**src/sv/ipw_pkg.sv**
```systemverilog
// Shared item types, timing constants and lookup functions for the IR pulse-width transmitter.
package ipw_pkg;

   localparam int CD_W   = 7;
   localparam int BITS_W = 4;
   localparam int DATA_W = 9;

   localparam logic OP_TICK = 1'b0;
   localparam logic OP_SEND = 1'b1;

   localparam logic [CD_W-1:0] PRE_ON_TICKS   = 7'd3;
   localparam logic [CD_W-1:0] PRE_OFF_TICKS  = 7'd6;
   localparam logic [CD_W-1:0] SYNC_TICKS     = 7'd3;
   localparam logic [CD_W-1:0] BEACON_TICKS   = 7'd6;
   localparam logic [CD_W-1:0] BIT_GAP_TICKS  = 7'd2;
   localparam logic [CD_W-1:0] BIT_ZERO_TICKS = 7'd1;
   localparam logic [CD_W-1:0] BIT_ONE_TICKS  = 7'd2;

   localparam logic [1:0] COUNT_5 = 2'd0;
   localparam logic [1:0] COUNT_7 = 2'd1;
   localparam logic [1:0] COUNT_8 = 2'd2;
   localparam logic [1:0] COUNT_9 = 2'd3;

   localparam logic [1:0] PAUSE_SHORT  = 2'd0;
   localparam logic [1:0] PAUSE_MEDIUM = 2'd1;

   typedef struct packed {
      logic              op;
      logic              header_beacon;
      logic [1:0]        bit_count_code;
      logic [1:0]        pause_code;
      logic [DATA_W-1:0] payload;
   } req_type;

   typedef struct packed {
      logic led_on;
      logic accepted;
      logic busy_res;
   } rsp_type;

   function automatic logic [BITS_W-1:0] bit_count(input logic [1:0] code);
      logic [BITS_W-1:0] n;
      case (code)
         COUNT_5: n = 4'd5;
         COUNT_7: n = 4'd7;
         COUNT_8: n = 4'd8;
         COUNT_9: n = 4'd9;
         default: n = 4'd9;
      endcase
      return n;
   endfunction

   // Unused code saturates to the longest pause.
   function automatic logic [CD_W-1:0] pause_length(input logic [1:0] code);
      logic [CD_W-1:0] n;
      case (code)
         PAUSE_SHORT:  n = 7'd25;
         PAUSE_MEDIUM: n = 7'd56;
         default:      n = 7'd80;
      endcase
      return n;
   endfunction

endpackage

```
**src/sv/ipw_seq.sv**
```systemverilog
// Packet sequencer: state registers and the single-pass step for one item.
module ipw_seq import ipw_pkg::*; (
   input  logic    clock,
   input  logic    reset,
   input  logic    step_en,
   input  req_type item,
   output rsp_type result
);

   typedef enum logic [5:0] {
      PH_START    = 6'b000001,
      PH_PRE_GAP  = 6'b000010,
      PH_SYNC     = 6'b000100,
      PH_BIT_GAP  = 6'b001000,
      PH_BIT_MARK = 6'b010000,
      PH_CLOSE    = 6'b100000
   } phase_type;

   logic [CD_W-1:0]   countdown_ff, countdown_in;
   phase_type         phase_ff, phase_in;
   logic [BITS_W-1:0] bits_left_ff, bits_left_in;
   logic [DATA_W-1:0] shift_ff, shift_in;
   logic              beacon_ff, beacon_in;
   logic [1:0]        count_code_ff, count_code_in;
   logic [1:0]        pause_sel_ff, pause_sel_in;
   logic              sending_ff, sending_in;
   logic              led_ff, led_in;
   logic              accepted;
   logic [CD_W-1:0]   cd_dec;
   logic [BITS_W-1:0] bits_dec;

   assign cd_dec   = (countdown_ff != '0) ? countdown_ff - 7'd1 : countdown_ff;
   assign bits_dec = bits_left_ff - 4'd1;

   always_comb begin
      countdown_in  = countdown_ff;
      phase_in      = phase_ff;
      bits_left_in  = bits_left_ff;
      shift_in      = shift_ff;
      beacon_in     = beacon_ff;
      count_code_in = count_code_ff;
      pause_sel_in  = pause_sel_ff;
      sending_in    = sending_ff;
      led_in        = led_ff;
      accepted      = 1'b0;

      if (item.op == OP_TICK) begin
         countdown_in = cd_dec;
         if (sending_ff && cd_dec == '0) begin
            case (phase_ff)
               PH_START: begin
                  led_in       = 1'b1;
                  countdown_in = PRE_ON_TICKS;
                  phase_in     = PH_PRE_GAP;
               end
               PH_PRE_GAP: begin
                  led_in       = 1'b0;
                  countdown_in = PRE_OFF_TICKS;
                  phase_in     = PH_SYNC;
               end
               PH_SYNC: begin
                  led_in       = 1'b1;
                  countdown_in = beacon_ff ? BEACON_TICKS : SYNC_TICKS;
                  bits_left_in = bit_count(count_code_ff);
                  phase_in     = PH_BIT_GAP;
               end
               PH_BIT_GAP: begin
                  led_in       = 1'b0;
                  countdown_in = BIT_GAP_TICKS;
                  phase_in     = PH_BIT_MARK;
               end
               PH_BIT_MARK: begin
                  led_in       = 1'b1;
                  countdown_in = shift_ff[0] ? BIT_ONE_TICKS : BIT_ZERO_TICKS;
                  bits_left_in = bits_dec;
                  if (bits_dec != '0) begin
                     shift_in = shift_ff >> 1;
                     phase_in = PH_BIT_GAP;
                  end else begin
                     phase_in = PH_CLOSE;
                  end
               end
               default: begin
                  // closing pause: go idle, the countdown keeps running
                  countdown_in  = pause_length(pause_sel_ff);
                  led_in        = 1'b0;
                  sending_in    = 1'b0;
                  shift_in      = '0;
                  beacon_in     = 1'b0;
                  count_code_in = '0;
                  pause_sel_in  = '0;
                  phase_in      = PH_START;
               end
            endcase
         end
      end else if (!sending_ff) begin
         beacon_in     = item.header_beacon;
         count_code_in = item.bit_count_code;
         pause_sel_in  = item.pause_code;
         shift_in      = item.payload;
         phase_in      = PH_START;
         sending_in    = 1'b1;
         accepted      = 1'b1;
      end
   end

   assign result = '{led_on: led_in, accepted: accepted, busy_res: sending_in};

   always_ff @(posedge clock) begin
      if (reset) begin
         countdown_ff  <= '0;
         phase_ff      <= PH_START;
         bits_left_ff  <= '0;
         shift_ff      <= '0;
         beacon_ff     <= 1'b0;
         count_code_ff <= '0;
         pause_sel_ff  <= '0;
         sending_ff    <= 1'b0;
         led_ff        <= 1'b0;
      end else if (step_en) begin
         countdown_ff  <= countdown_in;
         phase_ff      <= phase_in;
         bits_left_ff  <= bits_left_in;
         shift_ff      <= shift_in;
         beacon_ff     <= beacon_in;
         count_code_ff <= count_code_in;
         pause_sel_ff  <= pause_sel_in;
         sending_ff    <= sending_in;
         led_ff        <= led_in;
      end
   end

   a_led_needs_busy: assert property (@(posedge clock) disable iff (reset)
      led_ff |-> sending_ff)
      else $error("LED on while idle");

   a_accept_only_idle: assert property (@(posedge clock) disable iff (reset)
      (step_en && accepted) |-> !sending_ff)
      else $error("send taken while busy");

   a_tick_keeps_config: assert property (@(posedge clock) disable iff (reset)
      (step_en && item.op == OP_TICK && sending_ff && phase_ff != PH_CLOSE) |=>
      (sending_ff && $stable(pause_sel_ff) && $stable(beacon_ff)))
      else $error("packet settings changed mid-packet");

endmodule

```
**src/sv/ir_pulse_width_tx_encoder.sv**
```systemverilog
// Top level: input register, packet sequencer and result register.
// An item passes from the input register into the result register.
// Throughput: one item per cycle unless stalled; the sequencer step is
// one pass of logic between the input register and the result register.
// rsp_stall while a result waits holds both registers and raises req_stall.
// Reset clears control state: LED off, idle, countdown zero, no item held.
module ir_pulse_width_tx_encoder import ipw_pkg::*; (
   input  logic    clock,
   input  logic    reset,
   input  logic    req_valid,
   output logic    req_stall,
   input  req_type req_data,
   output logic    rsp_valid,
   input  logic    rsp_stall,
   output rsp_type rsp_data
);

   logic    in_valid_ff, in_valid_in;
   req_type in_data_ff;
   logic    out_valid_ff, out_valid_in;
   rsp_type out_data_ff;
   rsp_type step_rsp;
   logic    advance;
   logic    step_en;

   // hold everything while a result waits on a stalled consumer
   assign advance   = !(out_valid_ff && rsp_stall);
   assign req_stall = !advance;
   assign step_en   = advance && in_valid_ff;

   assign in_valid_in  = advance ? req_valid : in_valid_ff;
   assign out_valid_in = advance ? in_valid_ff : out_valid_ff;

   ipw_seq u_seq (
      .clock   (clock),
      .reset   (reset),
      .step_en (step_en),
      .item    (in_data_ff),
      .result  (step_rsp)
   );

   always_ff @(posedge clock) begin
      if (reset) begin
         in_valid_ff  <= 1'b0;
         out_valid_ff <= 1'b0;
      end else begin
         in_valid_ff  <= in_valid_in;
         out_valid_ff <= out_valid_in;
      end
   end

   always_ff @(posedge clock) begin
      if (advance) begin
         in_data_ff  <= req_data;
         out_data_ff <= step_rsp;
      end
   end

   assign rsp_valid = out_valid_ff;
   assign rsp_data  = out_data_ff;

   a_step_yields_result: assert property (@(posedge clock) disable iff (reset)
      step_en |=> out_valid_ff)
      else $error("stepped item produced no result");

   a_accept_implies_busy: assert property (@(posedge clock) disable iff (reset)
      (out_valid_ff && out_data_ff.accepted) |-> out_data_ff.busy_res)
      else $error("accepted send not reported busy");

   a_led_implies_busy: assert property (@(posedge clock) disable iff (reset)
      (out_valid_ff && out_data_ff.led_on) |-> out_data_ff.busy_res)
      else $error("LED reported on while idle");

endmodule

```
**config.mk**
```make
export PLATFORM = sky130hd
export DESIGN_NAME = ir_pulse_width_tx_encoder
export DESIGN_NICKNAME = d
export VERILOG_FILES = /design/src/sv/ipw_pkg.sv /design/src/sv/ipw_seq.sv /design/src/sv/ir_pulse_width_tx_encoder.sv
export SDC_FILE = /design/constraint.sdc
export NUM_CORES = 1
export LEC_CHECK = 0
export ABC_CLOCK_PERIOD_IN_PS = 3000
export BUFFER_PORTS_ARGS = -buffer_cell sky130_fd_sc_hd__buf_4
export CAP_MARGIN = 10
export CORE_MARGIN = 5
export CORE_UTILIZATION = 30
export DETAILED_ROUTE_END_ITERATION = 10
export GPL_ROUTABILITY_DRIVEN = 0
export PLACE_DENSITY_LB_ADDON = 0.08
export SYNTH_ARGS = -nofsm -noshare
export SYNTH_HDL_FRONTEND = slang
export SYNTH_SLANG_ARGS = --single-unit
```
**constraint.sdc**
```tcl
create_clock -name clock -period 3 [get_ports clock]
set_input_delay 0.3 -clock clock [delete_from_list [all_inputs] [get_ports clock]]
set_output_delay 0.3 -clock clock [all_outputs]
set_load 0.02 [all_outputs]
```
# Word level (Yosys, flattened, before mapping)
# Index checks and enable logic that the tools add are counted.
# word_totals
input_bits	19
ff_bits	53
output_inout_bits	5
word_cells	89
# op_classes
n_eq_ne	13
n_mux	35
bitwise_logic	1
reduce_logical	19
add_sub_neg	2
# ops
cell	n
two-way mux 9 bit	4
one-hot mux 7 bit (5 select lines)	1
one-hot mux 6 bit (5 select lines)	1
two-way mux 6 bit	4
one-hot mux 9 bit (2 select lines)	1
one-hot mux 4 bit (4 select lines)	1
two-way mux 2 bit	7
two-way mux 7 bit	2
one-hot mux 7 bit (2 select lines)	1
two-way mux 1 bit	11
one-hot mux 4 bit (2 select lines)	1
AND reduction 4 bit	2
logical NOT 7 bit	1
nonzero test 7 bit	1
subtractor 7 x 1 -> 7 bit (second input constant)	1
equality test 6 x 1 -> 1 bit (second input constant)	1
equality test 6 x 2 -> 1 bit (second input constant)	1
equality test 6 x 3 -> 1 bit (second input constant)	1
equality test 6 x 4 -> 1 bit (second input constant)	1
equality test 6 x 5 -> 1 bit (second input constant)	1
AND reduction 5 bit	1
OR reduction 5 bit	1
equality test 2 x 1 -> 1 bit (second input constant)	2
equality test 2 bit (second input constant)	2
15 further kinds	20

# Logic depth before layout (Yosys ltp)
# depth
word_depth	6
ltp_mapped	10
mapped_depth_nobuf	8

# By module
# From an unflattened synthesis, not the netlist that was laid out.
# hier_totals
cells_unflattened	299
hier_area_um2	2806.4
# by_module_without_submodules
module	seq_area_each_um2	area_each_um2	cells_each	instances
ipw_seq	660.6	2179.6	271	1
ir_pulse_width_tx_encoder	580.6	626.9	28	1

# Worst setup path after synthesis
# Ideal clock, no wire load.
# synth_path
path_kind	reg2reg
startpoint	register u_seq.countdown_ff[3]
endpoint	register out_data_ff (netlist bit rsp_data[2]) (data pin)
period_less_slack_ns	2.676
path_buffers	3
t_required_ns	2.738
stages_incl_launch_ff	10
setup_time_ns	0.262
slack_ns	0.324
arrival_time_ns	2.414
cell_sequence	dfxtp_1 -> buf_6 -> or4_1 -> or3b_1 -> buf_6 -> a31o_4 -> and3_1 -> buf_4 -> nor2b_1 -> mux2_1
# synth_between
elab_chain_cells	6
elab_cells_between_ends	7
classes_between	1 x add/sub; 3 x mux; 3 x reduce/logical
# synth_rtl
item	line_no	rtl
start: declaration	ipw_seq.sv:19	logic [CD_W-1:0] countdown_ff, countdown_in;
start signal: assignment	ipw_seq.sv:121	countdown_ff <= countdown_in;
subtractor 7 x 1 -> 7 bit / nonzero test 7 bit (equally long branches)	ipw_seq.sv:32	assign cd_dec = (countdown_ff != '0) ? countdown_ff - 7'd1 : countdown_ff;
two-way mux 7 bit *	ipw_seq.sv:32	
logical NOT 7 bit *	ipw_seq.sv:49	if (sending_ff && cd_dec == '0) begin
logical AND 1 bit *	ipw_seq.sv:49	
two-way mux 1 bit *	ipw_seq.sv:49	
two-way mux 1 bit *	ipw_seq.sv:47	if (item.op == OP_TICK) begin
named net u_seq.led_in	ipw_seq.sv:27	logic led_ff, led_in;
end signal: assignment	ir_pulse_width_tx_encoder.sv:55	out_data_ff <= step_rsp;
end: declaration	ir_pulse_width_tx_encoder.sv:21	rsp_type out_data_ff;
# Mark *: on every way through the listed nets, which the timed path passes. The rest lies on a longest branch.
# A chain may end at the register's enable or synchronous reset.

# Final worst setup path
# layout_path
startpoint	register u_seq.countdown_ff[0]
endpoint	register u_seq.shift_ff[8]
# layout_between
elab_chain_cells	6
elab_cells_between_ends	7
classes_between	1 x add/sub; 1 x mux; 5 x reduce/logical
# layout_rtl
item	line_no	rtl
subtractor 7 x 1 -> 7 bit / nonzero test 7 bit (equally long branches)	ipw_seq.sv:32	
two-way mux 7 bit *	ipw_seq.sv:32	
logical NOT 7 bit *	ipw_seq.sv:49	
logical AND 1 bit *	ipw_seq.sv:49	
nonzero test 2 bit (no source line) *	-	
AND reduction 5 bit (no source line) *	-	
end signal: assignment	ipw_seq.sv:124	shift_ff <= shift_in;
end: declaration	ipw_seq.sv:22	logic [DATA_W-1:0] shift_ff, shift_in;
# Every way passes the cells marked *; elsewhere a longest branch is shown, timed or not.

==> out/qor.csv <==
metric,value,unit
Initial Util,0.306,
DPL Wire Length,4660,µm
most area-hungry cell type in the Yosys netlist,dfxtp_1,
initial antenna violation count,0,
Tmin final,2.74,ns
final instance area,0.00319,mm²
critical path endpoint category,flop,
Hold Startpoint,req_data[2],
Via density,5.15,
top-count cell post-synth,dfxtp_1,
worst reg2reg path startpoint,u_seq.countdown_ff[0],
Max-slew headroom,0.579,
synth-to-layout area growth,13.6,%
WHS Endpoint,in_data_ff[2],
Placed Area,0.00309,mm²
Crit. Startpoint,u_seq.countdown_ff[0],
Pre-antenna DRT Iters,4,
post-synthesis cell type count,54,
DIE HEIGHT,107,µm
kind of critical path,reg -> reg,
vias in the first global route,2211,
Area contributors post-synth,"dfxtp_1 25%, edfxtp_1 19%, a21oi_1 6.1%",
DRT iter0 DRCs,91,
hold slack,0.163,ns
Hold Crit Class,in -> reg,
status,"finished, final reports clean",
Post-synth top cells,"35 x dfxtp_1, 34 x a21oi_1, 30 x nand2_1",
Synth top area share,0.249,
Num CTS Buffers,5,
worst skew pair latency,0.31,ns
Most Crowded Layer GR,met2,
final setup violation count,0,
die area,0.0114,mm²
met2 Use GR,0.205,
IO Port Bufs,23,
top_reg_cell synth,dfxtp_1,
mean post-synth cell area,9.04,µm²
Clock transition at path regs,0.10,ns
WL final,6660,µm
post-route setup TNS,0,ns
Critical Path RT,3.18,ns
number of H-tree levels,2,
total number of yosys warnings,0,
WL per Instance,15.1,µm
grt met3 use,0.0199,
All-Layer GR Usage,0.121,
async set or reset register ratio after synthesis,0,
CTS Root Cell,clkbuf_8,
Lkg Pwr,0.00120,µW
R2R cell count,7,
WHS Path Cells,1,
reg2reg end,u_seq.shift_ff[8],
CTS tree,yes,
DRT antenna net count,0,
grt ovf,0,
CP arrival,2.92,ns
Synth Cell Area,0.00281,mm²
Max VDD drop,184,µV
# rows,35,
post-synthesis sequential area ratio,0.441,
Finished Layout Cells,440,
largest net degree at the start of global routing,38,
Worst setup SP type,flop,
die width,107,µm
Clock Tree Buf Depth,2,
Final nets,352,
final core utilization,0.347,
Boundary Pins,24,
CP Max Fanout,15,
hold_buf cts,0,
# Post-CTS Setup Buffers,0,
Worst Skew,0.00297,ns
total of max-cap violations,0,
global-route wire length before repair,11100,µm
Placed Cells,433,
CTS Sinks,53,
diode count,0,
share of layout cells above drive strength 1,0.170,
detailed-route DRC error count,0,
power per cell area,469,mW/mm²
global-route met1 utilization,0.156,
R2R Setup Slk,0.26,ns
FMAX,0.365,GHz
RSZ-0062 raised after global routing,no,
via count,2264,
Syn Nets,334,
Final Cycle Share,0.914,
Post-synth EDFFs,18,
Yosys reg bits,53,
worst slew pin tran,0.623,ns
Gate Count Post-Synth,311,
Core ar.,0.00920,mm²
# resized after CTS,0,
fin. max-slew vios,0,
Final Hold Fails,0,
## placed cells by master (no fill, tap or decap), drive strengths merged, types with 5 or more instances in the layout
cell type  Yosys  final
clkbuf        13      5
nor2          27     27
nand2         30     30
nor4           5      5
a211oi        13     13
edfxtp        18     18
o32ai          9      9
nand4          6      6
a21oi         34     34
nor3           6      6
o21ai          5      5
nand2b        10     10
nand3         12     12
or3            5      5
dfxtp         35     35
a31oi          5      5
buf            8     32
inv           17     18
## sequential cells by signal, indices dropped and copies added, names as in the netlist
register / flops
in_data_ff: 15
u_seq.shift_ff: 9
u_seq.countdown_ff: 7
u_seq.phase_ff: 6
u_seq.bits_left_ff: 4
rsp_data: 3
u_seq.count_code_ff: 2
u_seq.pause_sel_ff: 2
in_valid_ff: 1
rsp_valid: 1
u_seq.beacon_ff: 1
u_seq.led_ff: 1
u_seq.sending_ff: 1
## where the power goes
part / internal [µW] / total, µW / switching, µW
clock network: 248 / 490 / 243
registers: 776 / 801 / 24.2
logic: 92.3 / 207 / 115
## kinds of logic after synthesis
family / count (synthesis) / synth area share
xor gates and xnor gates: 4 / 0.0125
AOI/OAI and AO/OA: 87 / 0.231
DFF: 53 / 0.441
and+or+nand+nor: 123 / 0.225
adders and majority gates: 4 / 0.0178
muxes: 2 / 0.00757
buffers and inverters: 38 / 0.0645
## per-stage QoR
step | power, µW | worst slack, ns
after floorplan | 965 | 0.324
after global placement | 1030 | 0.302
after detailed placement | 1030 | 0.282
after CTS | 1520 | 0.266
after global routing | 1580 | 0.109
final | 1500 | 0.257
## worst max-delay path, cell delays in order, from the launching register on
cell      delay (ns)
dfxtp_1         0.44
inv_1           0.15
ha_1            0.31
a2111o_1        0.40
o32ai_2         0.34
and4_4          0.42
a21bo_1         0.42
o32ai_1         0.13
## per-layer routing
metal,up-vias,share of wire
met5,-,0
met4,0,0.019
met3,9,0.019
met2,25,0.48
met1,1052,0.48
li1,1178,-
## how the worst max path moves through the flow
stage                                    to
after floorplan                 rsp_data[2]
after global routing      u_seq.shift_ff[0]
after detailed placement  u_seq.shift_ff[1]
final                     u_seq.shift_ff[8]
after CTS                 u_seq.shift_ff[1]
after global placement    u_seq.shift_ff[8]
## final cells by class
type                    instances  area [µm²]
inverters                      17        63.8
well taps                     111         139
clock inverters                 2        38.8
flip-flops and latches         53        1240
repair buffers                 32         253
clock buffers                   5        68.8
multi-input cells             220        1390
fillers                       954        6000
(Power assumes the default switching activity.)
